[config.mk]
export PLATFORM = sky130hd
export DESIGN_NAME = page_buffer_directory_top
export DESIGN_NICKNAME = d
export VERILOG_FILES = /design/src/hw/rtl/pbd_pkg.sv /design/src/hw/rtl/pbd_victim.sv /design/src/hw/rtl/pbd_ctrl.sv /design/src/hw/rtl/pbd_datapath.sv /design/src/hw/rtl/page_buffer_directory_top.sv
export VERILOG_INCLUDE_DIRS = /design/src /design/src/hw/rtl
export SDC_FILE = /design/constraint.sdc
export NUM_CORES = 1
export LEC_CHECK = 0
export BUFFER_PORTS_ARGS = -buffer_cell sky130_fd_sc_hd__buf_2
export CAP_MARGIN = 0
export CORE_AREA = 2 2 280 282
export CTS_CLUSTER_SIZE = 24
export DETAILED_ROUTE_END_ITERATION = 8
export DIE_AREA = 0 0 282 284
export SLEW_MARGIN = 5
export SYNTH_ARGS = -nofsm -noshare
export SYNTH_HDL_FRONTEND = slang
export SYNTH_HIERARCHICAL = 1
export SYNTH_SLANG_ARGS = --single-unit
[constraint.sdc]
create_clock -name aclk -period 5.55 [get_ports aclk]
set_input_delay 0.555 -clock aclk [delete_from_list [all_inputs] [get_ports aclk]]
set_output_delay 0.555 -clock aclk [all_outputs]
set_load 0.1 [all_outputs]
[src/hw/rtl/assert_macros.svh]
// shared assertion macros for the page buffer directory
`ifndef ASSERT_MACROS_SVH
`define ASSERT_MACROS_SVH

// property must hold at every clock edge outside reset
`define PBD_ASSERT(label, clk, rstn, prop, msg) \
    label: assert property (@(posedge clk) disable iff (!rstn) prop) else $error(msg);

// expression must never be true outside reset
`define PBD_ASSERT_NEVER(label, clk, rstn, expr, msg) \
    label: assert property (@(posedge clk) disable iff (!rstn) !(expr)) else $error(msg);

`endif

[src/hw/rtl/pbd_pkg.sv]
package pbd_pkg;

    // fixed field widths
    localparam int SLOT_OUT_W = 4;
    localparam int FILE_W     = 4;
    localparam int PAGE_W     = 24;

    // victim generator
    localparam int          LFSR_W    = 16;
    localparam logic [15:0] LFSR_SEED = 16'hACE1;
    localparam logic [15:0] LFSR_TAPS = 16'hB400;

    typedef enum logic [1:0] {
        OP_FETCH       = 2'd0,
        OP_FETCH_DIRTY = 2'd1,
        OP_CREATE      = 2'd2,
        OP_CLOSE       = 2'd3
    } pbd_op_t;

    typedef enum logic [1:0] {
        SLOT_NEVER = 2'd0,
        SLOT_USED  = 2'd1,
        SLOT_FREED = 2'd2
    } slot_state_t;

    typedef enum logic [2:0] {
        ST_IDLE,
        ST_LOOKUP,
        ST_DECIDE,
        ST_VICTIM,
        ST_COMMIT,
        ST_SCAN,
        ST_CLOSE_END
    } pbd_state_t;

    // controller to datapath
    typedef struct packed {
        logic load_req;
        logic capture;
        logic pick;
        logic victim_start;
        logic pick_victim;
        logic commit;
        logic scan_step;
        logic scan_emit;
        logic close_last;
    } pbd_cmd_t;

    // datapath to controller
    typedef struct packed {
        logic out_free;
        logic need_victim;
        logic victim_done;
        logic scan_match;
        logic scan_dirty;
        logic scan_last;
    } pbd_stat_t;

endpackage

[src/hw/rtl/pbd_victim.sv]
`include "assert_macros.svh"

module pbd_victim import pbd_pkg::*; #(
    parameter int  SLOTS  = 16,
    localparam int SLOT_W = $clog2(SLOTS)
) (
    input  logic              aclk,
    input  logic              aresetn,
    input  logic              start,
    output logic              done,
    output logic [SLOT_W-1:0] victim_slot
);

    // scaled reciprocal of SLOTS; the quotient estimate is low by at most one
    localparam int                 RECIP_K = LFSR_W + SLOT_W;
    localparam logic [RECIP_K-1:0] RECIP_M = RECIP_K'((1 << RECIP_K) / SLOTS);
    localparam logic [LFSR_W-1:0]  DIVISOR = LFSR_W'(SLOTS);

    // step counter values
    localparam logic [1:0] STEP_QUOT = 2'd2;
    localparam logic [1:0] STEP_REM  = 2'd1;

    logic [LFSR_W-1:0]         lfsr_reg, lfsr_next;
    logic [LFSR_W-1:0]         value_reg;
    logic [LFSR_W+RECIP_K-1:0] product;
    logic [LFSR_W-1:0]         quot_reg;
    logic [LFSR_W-1:0]         rem_wide;
    logic [SLOT_W-1:0]         rem_reg;
    logic [1:0]                cnt_reg;
    logic                      busy_reg;

    // one galois step
    always_comb begin
        lfsr_next = lfsr_reg >> 1;
        if (lfsr_reg[0]) begin
            lfsr_next = lfsr_next ^ LFSR_TAPS;
        end
    end

    // quotient estimate by reciprocal multiplication
    assign product = {{RECIP_K{1'b0}}, value_reg} * {{LFSR_W{1'b0}}, RECIP_M};

    // remainder with one correction step
    always_comb begin
        rem_wide = value_reg - quot_reg * DIVISOR;
        if (rem_wide >= DIVISOR) begin
            rem_wide = rem_wide - DIVISOR;
        end
    end

    // control
    always_ff @(posedge aclk) begin
        if (!aresetn) begin
            lfsr_reg <= LFSR_SEED;
            busy_reg <= 1'b0;
            cnt_reg  <= '0;
        end else if (start) begin
            lfsr_reg <= lfsr_next;
            busy_reg <= 1'b1;
            cnt_reg  <= STEP_QUOT;
        end else if (busy_reg) begin
            if (cnt_reg == '0) begin
                busy_reg <= 1'b0;
            end else begin
                cnt_reg <= cnt_reg - 2'd1;
            end
        end
    end

    // remainder datapath
    always_ff @(posedge aclk) begin
        if (start) begin
            value_reg <= lfsr_next;
        end
        if (busy_reg && cnt_reg == STEP_QUOT) begin
            quot_reg <= product[LFSR_W+RECIP_K-1:RECIP_K];
        end
        if (busy_reg && cnt_reg == STEP_REM) begin
            rem_reg <= rem_wide[SLOT_W-1:0];
        end
    end

    assign done        = busy_reg && (cnt_reg == '0);
    assign victim_slot = rem_reg;

    `PBD_ASSERT(a_no_restart, aclk, aresetn, start |-> !busy_reg, "victim restarted while busy")

endmodule

[src/hw/rtl/pbd_ctrl.sv]
`include "assert_macros.svh"

module pbd_ctrl import pbd_pkg::*; (
    input  logic       aclk,
    input  logic       aresetn,
    input  logic       s_valid,
    output logic       s_ready,
    input  logic [1:0] s_operation,
    input  pbd_stat_t  stat,
    output pbd_cmd_t   cmd
);

    pbd_state_t state_reg, state_next;
    logic       scan_wb;
    logic       scan_go;

    // close walk: a dirty slot of the file needs the output register
    assign scan_wb = stat.scan_match && stat.scan_dirty;
    assign scan_go = !scan_wb || stat.out_free;

    always_ff @(posedge aclk) begin
        if (!aresetn) begin
            state_reg <= ST_IDLE;
        end else begin
            state_reg <= state_next;
        end
    end

    // next state
    always_comb begin
        state_next = state_reg;
        case (state_reg)
            ST_IDLE: begin
                if (s_valid) begin
                    state_next = (pbd_op_t'(s_operation) == OP_CLOSE) ? ST_SCAN : ST_LOOKUP;
                end
            end
            ST_LOOKUP: state_next = ST_DECIDE;
            ST_DECIDE: state_next = stat.need_victim ? ST_VICTIM : ST_COMMIT;
            ST_VICTIM: begin
                if (stat.victim_done) begin
                    state_next = ST_COMMIT;
                end
            end
            ST_COMMIT: begin
                if (stat.out_free) begin
                    state_next = ST_IDLE;
                end
            end
            ST_SCAN: begin
                if (scan_go && stat.scan_last) begin
                    state_next = ST_CLOSE_END;
                end
            end
            ST_CLOSE_END: begin
                if (stat.out_free) begin
                    state_next = ST_IDLE;
                end
            end
            default: state_next = ST_IDLE;
        endcase
    end

    // commands
    always_comb begin
        cmd     = '0;
        s_ready = 1'b0;
        case (state_reg)
            ST_IDLE: begin
                s_ready      = 1'b1;
                cmd.load_req = s_valid;
            end
            ST_LOOKUP: cmd.capture = 1'b1;
            ST_DECIDE: begin
                cmd.victim_start = stat.need_victim;
                cmd.pick         = !stat.need_victim;
            end
            ST_VICTIM: cmd.pick_victim = stat.victim_done;
            ST_COMMIT: cmd.commit = stat.out_free;
            ST_SCAN: begin
                cmd.scan_step = scan_go;
                cmd.scan_emit = scan_wb && stat.out_free;
            end
            ST_CLOSE_END: cmd.close_last = stat.out_free;
            default: begin
                cmd     = '0;
                s_ready = 1'b0;
            end
        endcase
    end

    `PBD_ASSERT(a_emit_free, aclk, aresetn, (cmd.commit || cmd.scan_emit || cmd.close_last) |-> stat.out_free, "result written into occupied output register")

endmodule

[src/hw/rtl/pbd_datapath.sv]
`include "assert_macros.svh"

module pbd_datapath import pbd_pkg::*; #(
    parameter int  SLOTS  = 16,
    localparam int SLOT_W = $clog2(SLOTS)
) (
    input  logic                  aclk,
    input  logic                  aresetn,
    input  pbd_cmd_t              cmd,
    output pbd_stat_t             stat,
    input  logic [1:0]            s_operation,
    input  logic [FILE_W-1:0]     s_file_id,
    input  logic [PAGE_W-1:0]     s_page_number,
    input  logic                  victim_done,
    input  logic [SLOT_W-1:0]     victim_slot,
    output logic                  m_valid,
    input  logic                  m_ready,
    output logic [SLOT_OUT_W-1:0] m_slot,
    output logic                  m_hit,
    output logic                  m_fill_needed,
    output logic                  m_writeback_needed,
    output logic [FILE_W-1:0]     m_writeback_file,
    output logic [PAGE_W-1:0]     m_writeback_page,
    output logic                  m_last
);

    // slot directory
    slot_state_t       slot_status_reg [SLOTS];
    logic [FILE_W-1:0] slot_file_reg   [SLOTS];
    logic [PAGE_W-1:0] slot_page_reg   [SLOTS];
    logic              slot_dirty_reg  [SLOTS];

    // request being served
    pbd_op_t           req_op_reg;
    logic [FILE_W-1:0] req_file_reg;
    logic [PAGE_W-1:0] req_page_reg;

    logic [SLOTS-1:0] match_vec, never_vec, freed_vec;
    logic [SLOTS-1:0] match_vec_reg, never_vec_reg, freed_vec_reg;
    logic [SLOT_W-1:0] match_idx, never_idx, freed_idx, sel_idx;
    logic              any_match, any_never, any_freed;

    logic [SLOT_W-1:0] target_reg;
    logic              hit_reg;
    logic [SLOT_W-1:0] scan_idx_reg;

    logic              target_used;
    logic              old_wb;
    logic              scan_match;
    logic [SLOT_W+SLOT_OUT_W-1:0] target_ext, scan_ext;

    // output register
    logic                  m_valid_reg;
    logic [SLOT_OUT_W-1:0] out_slot_reg;
    logic                  out_hit_reg, out_fill_reg, out_wb_reg, out_last_reg;
    logic [FILE_W-1:0]     out_wb_file_reg;
    logic [PAGE_W-1:0]     out_wb_page_reg;

    // tag compare and slot state vectors, one bit per slot
    always_comb begin
        for (int i = 0; i < SLOTS; i++) begin
            match_vec[i] = (slot_status_reg[i] == SLOT_USED) &&
                           (slot_file_reg[i] == req_file_reg) &&
                           (slot_page_reg[i] == req_page_reg);
            never_vec[i] = (slot_status_reg[i] == SLOT_NEVER);
            freed_vec[i] = (slot_status_reg[i] == SLOT_FREED);
        end
    end

    always_ff @(posedge aclk) begin
        if (!aresetn) begin
            match_vec_reg <= '0;
            never_vec_reg <= '0;
            freed_vec_reg <= '0;
        end else if (cmd.capture) begin
            match_vec_reg <= match_vec;
            never_vec_reg <= never_vec;
            freed_vec_reg <= freed_vec;
        end
    end

    // lowest match, lowest never used, highest released
    always_comb begin
        match_idx = '0;
        never_idx = '0;
        freed_idx = '0;
        for (int i = SLOTS - 1; i >= 0; i--) begin
            if (match_vec_reg[i]) begin
                match_idx = SLOT_W'(i);
            end
            if (never_vec_reg[i]) begin
                never_idx = SLOT_W'(i);
            end
        end
        for (int i = 0; i < SLOTS; i++) begin
            if (freed_vec_reg[i]) begin
                freed_idx = SLOT_W'(i);
            end
        end
    end

    assign any_match = |match_vec_reg;
    assign any_never = |never_vec_reg;
    assign any_freed = |freed_vec_reg;
    assign sel_idx   = any_match ? match_idx : (any_never ? never_idx : freed_idx);

    // request capture and slot choice
    always_ff @(posedge aclk) begin
        if (cmd.load_req) begin
            req_op_reg   <= pbd_op_t'(s_operation);
            req_file_reg <= s_file_id;
            req_page_reg <= s_page_number;
        end
        if (cmd.pick) begin
            target_reg <= sel_idx;
            hit_reg    <= any_match;
        end else if (cmd.pick_victim) begin
            target_reg <= victim_slot;
            hit_reg    <= 1'b0;
        end
    end

    // close walk index
    always_ff @(posedge aclk) begin
        if (!aresetn) begin
            scan_idx_reg <= '0;
        end else if (cmd.load_req) begin
            scan_idx_reg <= '0;
        end else if (cmd.scan_step) begin
            scan_idx_reg <= scan_idx_reg + SLOT_W'(1);
        end
    end

    assign scan_match = (slot_status_reg[scan_idx_reg] == SLOT_USED) &&
                        (slot_file_reg[scan_idx_reg] == req_file_reg);

    // slot state updates
    always_ff @(posedge aclk) begin
        if (!aresetn) begin
            for (int i = 0; i < SLOTS; i++) begin
                slot_status_reg[i] <= SLOT_NEVER;
            end
        end else begin
            if (cmd.commit && !hit_reg) begin
                slot_status_reg[target_reg] <= SLOT_USED;
            end
            if (cmd.scan_step && scan_match) begin
                slot_status_reg[scan_idx_reg] <= SLOT_FREED;
            end
        end
    end

    // tags and dirty marks
    always_ff @(posedge aclk) begin
        if (cmd.commit) begin
            if (hit_reg) begin
                if (req_op_reg != OP_FETCH) begin
                    slot_dirty_reg[target_reg] <= 1'b1;
                end
            end else begin
                slot_file_reg[target_reg]  <= req_file_reg;
                slot_page_reg[target_reg]  <= req_page_reg;
                slot_dirty_reg[target_reg] <= (req_op_reg != OP_FETCH);
            end
        end
        if (cmd.scan_step && scan_match) begin
            slot_dirty_reg[scan_idx_reg] <= 1'b0;
        end
    end

    // old occupant of the chosen slot
    assign target_used = (slot_status_reg[target_reg] == SLOT_USED);
    assign old_wb      = !hit_reg && target_used && slot_dirty_reg[target_reg];

    assign target_ext = {{SLOT_OUT_W{1'b0}}, target_reg};
    assign scan_ext   = {{SLOT_OUT_W{1'b0}}, scan_idx_reg};

    // result register
    always_ff @(posedge aclk) begin
        if (cmd.commit) begin
            out_slot_reg    <= target_ext[SLOT_OUT_W-1:0];
            out_hit_reg     <= hit_reg;
            out_fill_reg    <= !hit_reg && (req_op_reg != OP_CREATE);
            out_wb_reg      <= old_wb;
            out_wb_file_reg <= old_wb ? slot_file_reg[target_reg] : '0;
            out_wb_page_reg <= old_wb ? slot_page_reg[target_reg] : '0;
            out_last_reg    <= 1'b1;
        end else if (cmd.scan_emit) begin
            out_slot_reg    <= scan_ext[SLOT_OUT_W-1:0];
            out_hit_reg     <= 1'b0;
            out_fill_reg    <= 1'b0;
            out_wb_reg      <= 1'b1;
            out_wb_file_reg <= slot_file_reg[scan_idx_reg];
            out_wb_page_reg <= slot_page_reg[scan_idx_reg];
            out_last_reg    <= 1'b0;
        end else if (cmd.close_last) begin
            out_slot_reg    <= '0;
            out_hit_reg     <= 1'b0;
            out_fill_reg    <= 1'b0;
            out_wb_reg      <= 1'b0;
            out_wb_file_reg <= '0;
            out_wb_page_reg <= '0;
            out_last_reg    <= 1'b1;
        end
    end

    always_ff @(posedge aclk) begin
        if (!aresetn) begin
            m_valid_reg <= 1'b0;
        end else if (cmd.commit || cmd.scan_emit || cmd.close_last) begin
            m_valid_reg <= 1'b1;
        end else if (m_ready) begin
            m_valid_reg <= 1'b0;
        end
    end

    assign m_valid            = m_valid_reg;
    assign m_slot             = out_slot_reg;
    assign m_hit              = out_hit_reg;
    assign m_fill_needed      = out_fill_reg;
    assign m_writeback_needed = out_wb_reg;
    assign m_writeback_file   = out_wb_file_reg;
    assign m_writeback_page   = out_wb_page_reg;
    assign m_last             = out_last_reg;

    // status to the controller
    always_comb begin
        stat             = '0;
        stat.out_free    = !m_valid_reg || m_ready;
        stat.need_victim = !any_match && !any_never && !any_freed;
        stat.victim_done = victim_done;
        stat.scan_match  = scan_match;
        stat.scan_dirty  = slot_dirty_reg[scan_idx_reg];
        stat.scan_last   = (scan_idx_reg == SLOT_W'(SLOTS - 1));
    end

    `PBD_ASSERT(a_single_match, aclk, aresetn, $onehot0(match_vec), "page held in two slots")
    `PBD_ASSERT(a_hit_used, aclk, aresetn, (cmd.commit && hit_reg) |-> target_used, "hit on free slot")

endmodule

[src/hw/rtl/page_buffer_directory_top.sv]
// channel   direction  ports                                              handshake
// request   in         s_operation s_file_id s_page_number                s_valid / s_ready
// result    out        m_slot m_hit m_fill_needed m_writeback_needed      m_valid / m_ready
//                      m_writeback_file m_writeback_page m_last
//
// fetch or create: lookup, decide, then the result register loaded when the page is held
//   or a slot is free; when none is, a random victim is drawn before the result is loaded
//   (lfsr step, reciprocal multiply, remainder correction)
// close: one directory slot checked per cycle, stalled while a writeback waits
// reset: synchronous active-low aresetn marks every slot never used and reseeds the lfsr
// a full result register stalls the sequencer while it is held; one request in work

module page_buffer_directory_top import pbd_pkg::*; #(
    parameter int SLOTS = 16
) (
    input  logic                  aclk,
    input  logic                  aresetn,
    input  logic                  s_valid,
    output logic                  s_ready,
    input  logic [1:0]            s_operation,
    input  logic [FILE_W-1:0]     s_file_id,
    input  logic [PAGE_W-1:0]     s_page_number,
    output logic                  m_valid,
    input  logic                  m_ready,
    output logic [SLOT_OUT_W-1:0] m_slot,
    output logic                  m_hit,
    output logic                  m_fill_needed,
    output logic                  m_writeback_needed,
    output logic [FILE_W-1:0]     m_writeback_file,
    output logic [PAGE_W-1:0]     m_writeback_page,
    output logic                  m_last
);

    localparam int SLOT_W = $clog2(SLOTS);

    pbd_cmd_t          cmd;
    pbd_stat_t         stat;
    logic              victim_done;
    logic [SLOT_W-1:0] victim_slot;

    // sequencer
    pbd_ctrl u_ctrl (
        .aclk        (aclk),
        .aresetn     (aresetn),
        .s_valid     (s_valid),
        .s_ready     (s_ready),
        .s_operation (s_operation),
        .stat        (stat),
        .cmd         (cmd)
    );

    // random victim source
    pbd_victim #(.SLOTS(SLOTS)) u_victim (
        .aclk        (aclk),
        .aresetn     (aresetn),
        .start       (cmd.victim_start),
        .done        (victim_done),
        .victim_slot (victim_slot)
    );

    // directory and result register
    pbd_datapath #(.SLOTS(SLOTS)) u_datapath (
        .aclk               (aclk),
        .aresetn            (aresetn),
        .cmd                (cmd),
        .stat               (stat),
        .s_operation        (s_operation),
        .s_file_id          (s_file_id),
        .s_page_number      (s_page_number),
        .victim_done        (victim_done),
        .victim_slot        (victim_slot),
        .m_valid            (m_valid),
        .m_ready            (m_ready),
        .m_slot             (m_slot),
        .m_hit              (m_hit),
        .m_fill_needed      (m_fill_needed),
        .m_writeback_needed (m_writeback_needed),
        .m_writeback_file   (m_writeback_file),
        .m_writeback_page   (m_writeback_page),
        .m_last             (m_last)
    );

endmodule

### After elaboration in Yosys (flattened, before gate mapping)

Memories as Yosys holds them, arrays and structs flattened. A register that Yosys moved wholly into a read port is not among the register bits.
Index checks and enable logic that the tools add are counted.
W data, S select, Z words.

| word-level totals | value |
|---|---|
| flip-flop bits (word level) | 178 |
| latch bits | 0 |
| memory bits (writable) | 496 |
| ROM bits | 0 |
| input port bits | 34 |
| logic and storage cells | 347 |
| memories | 4 |

| cells by class | value |
|---|---|
| $add $sub $neg | 4 |
| multipliers | 0 |
| divide/modulo/power cells | 0 |
| $lt $le $gt $ge | 1 |
| eq/ne operators | 83 |
| shift-type cells | 0 |
| mux-type cells | 133 |
| bitwise gates (word level) | 4 |
| reduce and logical (&&, ||, !) cells | 93 |

Memories:

| name | words | width | rd ports | clocked after Yosys merged registers in | write ports | RTL line | text |
|---|---|---|---|---|---|---|---|
| u_datapath.slot_page_reg | 16 | 24 | 18 | 2 | 1 | pbd_datapath.sv:30 | `logic [PAGE_W-1:0] slot_page_reg [SLOTS];` |
| u_datapath.slot_file_reg | 16 | 4 | 18 | 2 | 1 | pbd_datapath.sv:29 | `logic [FILE_W-1:0] slot_file_reg [SLOTS];` |
| u_datapath.slot_status_reg | 16 | 2 | 18 | 2 | 16 | pbd_datapath.sv:28 | `slot_state_t slot_status_reg [SLOTS];` |
| u_datapath.slot_dirty_reg | 16 | 1 | 2 | 2 | 1 | pbd_datapath.sv:31 | `logic slot_dirty_reg [SLOTS];` |

Operator list:

| operator | count |
|---|---|
| $eq A24 B24 Y1 | 16 |
| $mux W4 | 66 |
| $mux W24 | 4 |
| $eq A4 B4 Y1 | 17 |
| $reduce_or A16 Y1 | 3 |
| $logic_and A1 B1 Y1 | 46 |
| $mux W1 | 42 |
| $eq A2 B1 Y1 const B | 19 |
| $eq A2 B2 Y1 const B | 18 |
| $logic_not A2 Y1 | 17 |
| $mux W3 | 10 |
| $mux W2 | 9 |
| $pmux W3 S6 | 1 |
| $ge A16 B5 Y1 const B | 1 |
| $mux W16 | 1 |
| $sub A16 B16 Y16 | 1 |
| $reduce_bool A2 Y1 | 5 |
| $reduce_or A2 Y1 | 5 |
| $eq A3 B3 Y1 const B | 3 |
| $logic_not A1 Y1 | 7 |
| $eq A3 B2 Y1 const B | 2 |
| $ne A2 B1 Y1 const B | 3 |
| $ne A2 B2 Y1 const B | 3 |
| $add A4 B1 Y4 const B | 1 |
| other kinds (13) | 18 |

### Logic depth before layout (Yosys ltp)

| logic depth | value |
|---|---|
| depth in word-level cells | 20 |
| gate-level depth with buffers | 17 |

### Hierarchy

Netlist, hierarchy kept.

Modules (own cells, without submodules):

| module | instances | cells each | area each (µm²) | sequential area each (µm²) |
|---|---|---|---|---|
| pbd_datapath | 1 | 2273 | 33115.5 | 17757.0 |
| pbd_victim | 1 | 76 | 996.0 | 620.6 |
| pbd_ctrl | 1 | 42 | 320.3 | 60.1 |

### Least setup slack after synthesis

OpenSTA, ideal clock, no wires.

| path | value |
|---|---|
| path kind | flip-flop to flip-flop |
| from | register u_datapath.m_valid_reg, in the netlist u_datapath/m_valid |
| to | memory u_datapath.slot_file_reg[1][0], enable pin |
| arrival time | 4101 ps |
| data required time | 5096 ps |
| path slack | 995 ps |
| stages on the path, launching flop included | 8 |
| path buffers | 1 |
| period minus slack after synthesis | 4555 ps |
| cell sequence | dfxtp_1 -> nand2b_1 -> nand2_1 -> nor3_1 -> clkbuf_1 -> nand2_1 -> or3_1 -> nor3_1 |

RTL lines:

| item | RTL line | text |
|---|---|---|
| start, declared | pbd_datapath.sv:53 | `logic m_valid_reg;` |
| start signal, assigned | pbd_datapath.sv:209 | `m_valid_reg <= 1'b0;` |
| start signal, assigned | pbd_datapath.sv:211 | `m_valid_reg <= 1'b1;` |
| start signal, assigned | pbd_datapath.sv:213 | `m_valid_reg <= 1'b0;` |
| end, declared | pbd_datapath.sv:29 |  |

==> results by group <==
Status
  – Status: finished clean

Drt
  – First-pass DRT Iterations: 6
  – DR iter-0 viols: 4243
  – Via-to-Cell Ratio: 6.593
  – Post-DRT Antenna Nets: 0
  – Vias: 23.38k
  – Routed WL: 134200 µm
  – Drt wl/cell: 37.84 µm
  – Post-route DRC: 0

Global routing
  – GR Overflow Total: 0
  – Largest net degree at the start of global routing: ~100
  – Global-route wire length before repair: 183500 µm
  – Antenna violations before repair: 8
  – Number of global-route vias before repair: about 22k
  – Overall routing resource usage: 0.3352

Power and ir drop
  – Max rail drop VDD: between 0.3 and 0.4 mV
  – Total power: 17.19 mW
  – Power per cell area: 444.4 nW/µm²
  – Static leakage: 12.05 nW

Yosys
  – YS warnings: 6
  – Number of synthesized register bits: between 600 and 700
  – Asr flop ratio synth: 0
  – EDFF count, synth: 526
  – Synth area leader: edfxtp_1
  – Post-synth top area share: 0.4587
  – Top post-synthesis cells by area: edfxtp_1, mux4_2, dfxtp_1, xnor2_1, xor2_1
  – Post-Syn Area: 34430 µm²
  – Synth cell types: 61
  – Synthesized instance count: between 2k and 2.5k
  – Avg Inst Size Synth: 14.40 µm²
  – Ys flop type: edfxtp_1
  – Register area share after synthesis: 0.5355
  – Syn_nets: 2429

Place
  – GPL Wtd Cong: between 1 and 1.5
  – PortBufs: just over 70
  – Post-Place Cells: 3410
  – Post-Place Cell Area: between 30000 and 40000 µm²
  – Detailed Place HPWL: a little under 100000 µm

Worst setup path
  – Critical path cell sequence: buf_4, mux4_2, mux4_2, nand2_1, buf_4, nor2_1, nand2_1, o211a_1, nand2_1, nor4_2, a221oi_1
  – Critical Path AT: 4.96 ns
  – Crit Path Class: reg2reg
  – Family with the most delay on the worst path: simple AND/OR/NAND/NOR gates
  – Crit-path max FO: 46
  – R2R Setup Slk: 1.02 ns
  – Setup crit end kind: flip-flop
  – Critical path startpoint category: flip-flop
  – Worst path max stage delay: 0.72 ns
  – Worst path most repeated cell: nand2_1
  – Crit-path slowest cell: buf_4
  – Number of buffers and inverters on the critical path: 2
  – Data required, critical path: 5.98 ns

CTS
  – CTS H-Tree Depth: 3
  – Num CTS Buffers: 75
  – Reg clk slew, reported paths: 0.06 ns
  – Post_cts resized: 0
  – Clock Latency Late Sink: between 0.6 and 0.7 ns
  – Post-CTS setup buffers: 0
  – Clock Path Buffers: 3
  – Hold buffers post-CTS: 0
  – CTS tree: yes
  – Clock root cell: clkbuf_16
  – Clk sinks: 658

Layout
  – Share of layout cells above drive strength 1: 0.2354
  – Most frequent cells in the layout: edfxtp_1, mux4_2, xnor2_1, xor2_1, dfxtp_1
  – Fillers: 6482
  – Commonest non-fill, non-tap cell in the layout: edfxtp_1
  – Finished Layout Cells: 3547
  – Final Util: 0.5026
  – Final Net Count: 2485
  – Cell area after layout: 38670 µm²
  – Max reg flops: between 300 and 400
  – Area Overhead vs Synth: 12.32%

Floorplanning
  – I/O pins: 72
  – Die Width: 282 µm
  – Die height: 284 µm
  – Initial Utilization: 0.4474
  – Die area: 80090 µm²
  – Core area: 76960 µm²
  – Rows: 102

STA
  – Skew final: 0.02716 ns
  – Achievable Freq: 220.8 MHz
  – Minimum clock period: between 4 and 5 ns
  – Final hold viol count: 0
  – Max_slew headroom: 0.05223
  – Unrepaired setup endpoints after global routing: false
  – Measured slew at the worst slew-check pin: 1.409 ns
  – Slew Viols, Final: 0
  – Crit share post-route: 0.8160
  – Fin Setup TNS: 0 ns
  – Final setup fails: 0

Worst hold path
  – Hold WC Path Type: in2reg

Job
  – Number of max-cap violations: 0
-- routing by layer --
metal | GRT usage | part of all wire
met1 | 0.4731 | 0.39
met2 | 0.4878 | 0.44
met3 | 0.08991 | 0.12
met4 | 0.1435 | 0.050
met5 | 0 | 0.00057
-- cell families (layout without fill, tap and decap cells) --
| kind of cell | count (synthesis) | count (layout) | synth area share |
|---|---|---|---|
| flip-flops | 658 | 658 | 0.5355 |
| AND/OR/NAND/NOR | 506 | 506 | 0.07998 |
| XOR/XNOR | 458 | 458 | 0.1167 |
| multiplexers | 337 | 337 | 0.2031 |
| buffers and inverters | 225 | 340 | 0.02616 |
| AO/OA/AOI/OAI | 203 | 203 | 0.03710 |
| adder cells (fa/ha/maj) | 4 | 4 | 0.001454 |
| other | 0 | 1 | 0 |
-- final timing paths --
kind / from / to / depth (start not counted)
setup / recovery: flip-flop / u_datapath/slot_dirty_reg[4]$_SDFFE_PP0P_ / 11
hold / removal: s_page_number[16] / u_datapath/req_page_reg[16]$_DFFE_PP_ / 1
setup reg to reg: flip-flop / u_datapath/slot_dirty_reg[4]$_SDFFE_PP0P_ / 11
hold reg to reg: u_victim/value_reg[3]$_DFFE_PP_ / u_victim/victim_slot[3]$_DFFE_PP_ / 0
-- per-stage QoR --
step                setup WS, ns  hold WS (ns)
floorplan                 0.9948        0.4003
global placement           1.193        0.4298
detailed placement         1.050        0.4144
CTS                        1.015       0.06576
global route              0.7613       0.07740
finish                     1.021       0.08803
-- synth_stat cells, types with 19 or more instances --
cell,n
o22ai_1,24
buf_1,28
o21ai_0,64
and2_1,19
a21boi_0,19
nand2b_1,26
mux2i_1,45
nor2_1,71
nor2b_1,58
nand3_1,30
nand2_1,101
clkbuf_1,117
mux4_2,289
xor2_1,179
a21oi_1,32
xnor2_1,278
nand4_1,83
inv_1,57
nor4_1,81
edfxtp_1,526
dfxtp_1,132
-- area by class of cell --
| class | count | area (µm²) | share of cell area |
|---|---|---|---|
| sequential | 658 | 18460 | 0.4773 |
| inverter | 57 | 214.0 | 0.005532 |
| clock buffer | 97 | 2086 | 0.05393 |
| antenna | 1 | 2.502 | 0.00006470 |
| tap | 1040 | 1301 | 0.03365 |
| timing repair buffer | 147 | 1013 | 0.02621 |
| multi-input combinational | 1508 | 15230 | 0.3937 |
| clock inverter | 39 | 371.6 | 0.009609 |
-- power breakdown --
group	internal [mW]	total, mW	switching, mW
Combinational	2.06	5.79	3.73
Sequential	5.88	6.36	0.482
Clock	2.91	5.03	2.12
Power figures use the tool's default switching activity.
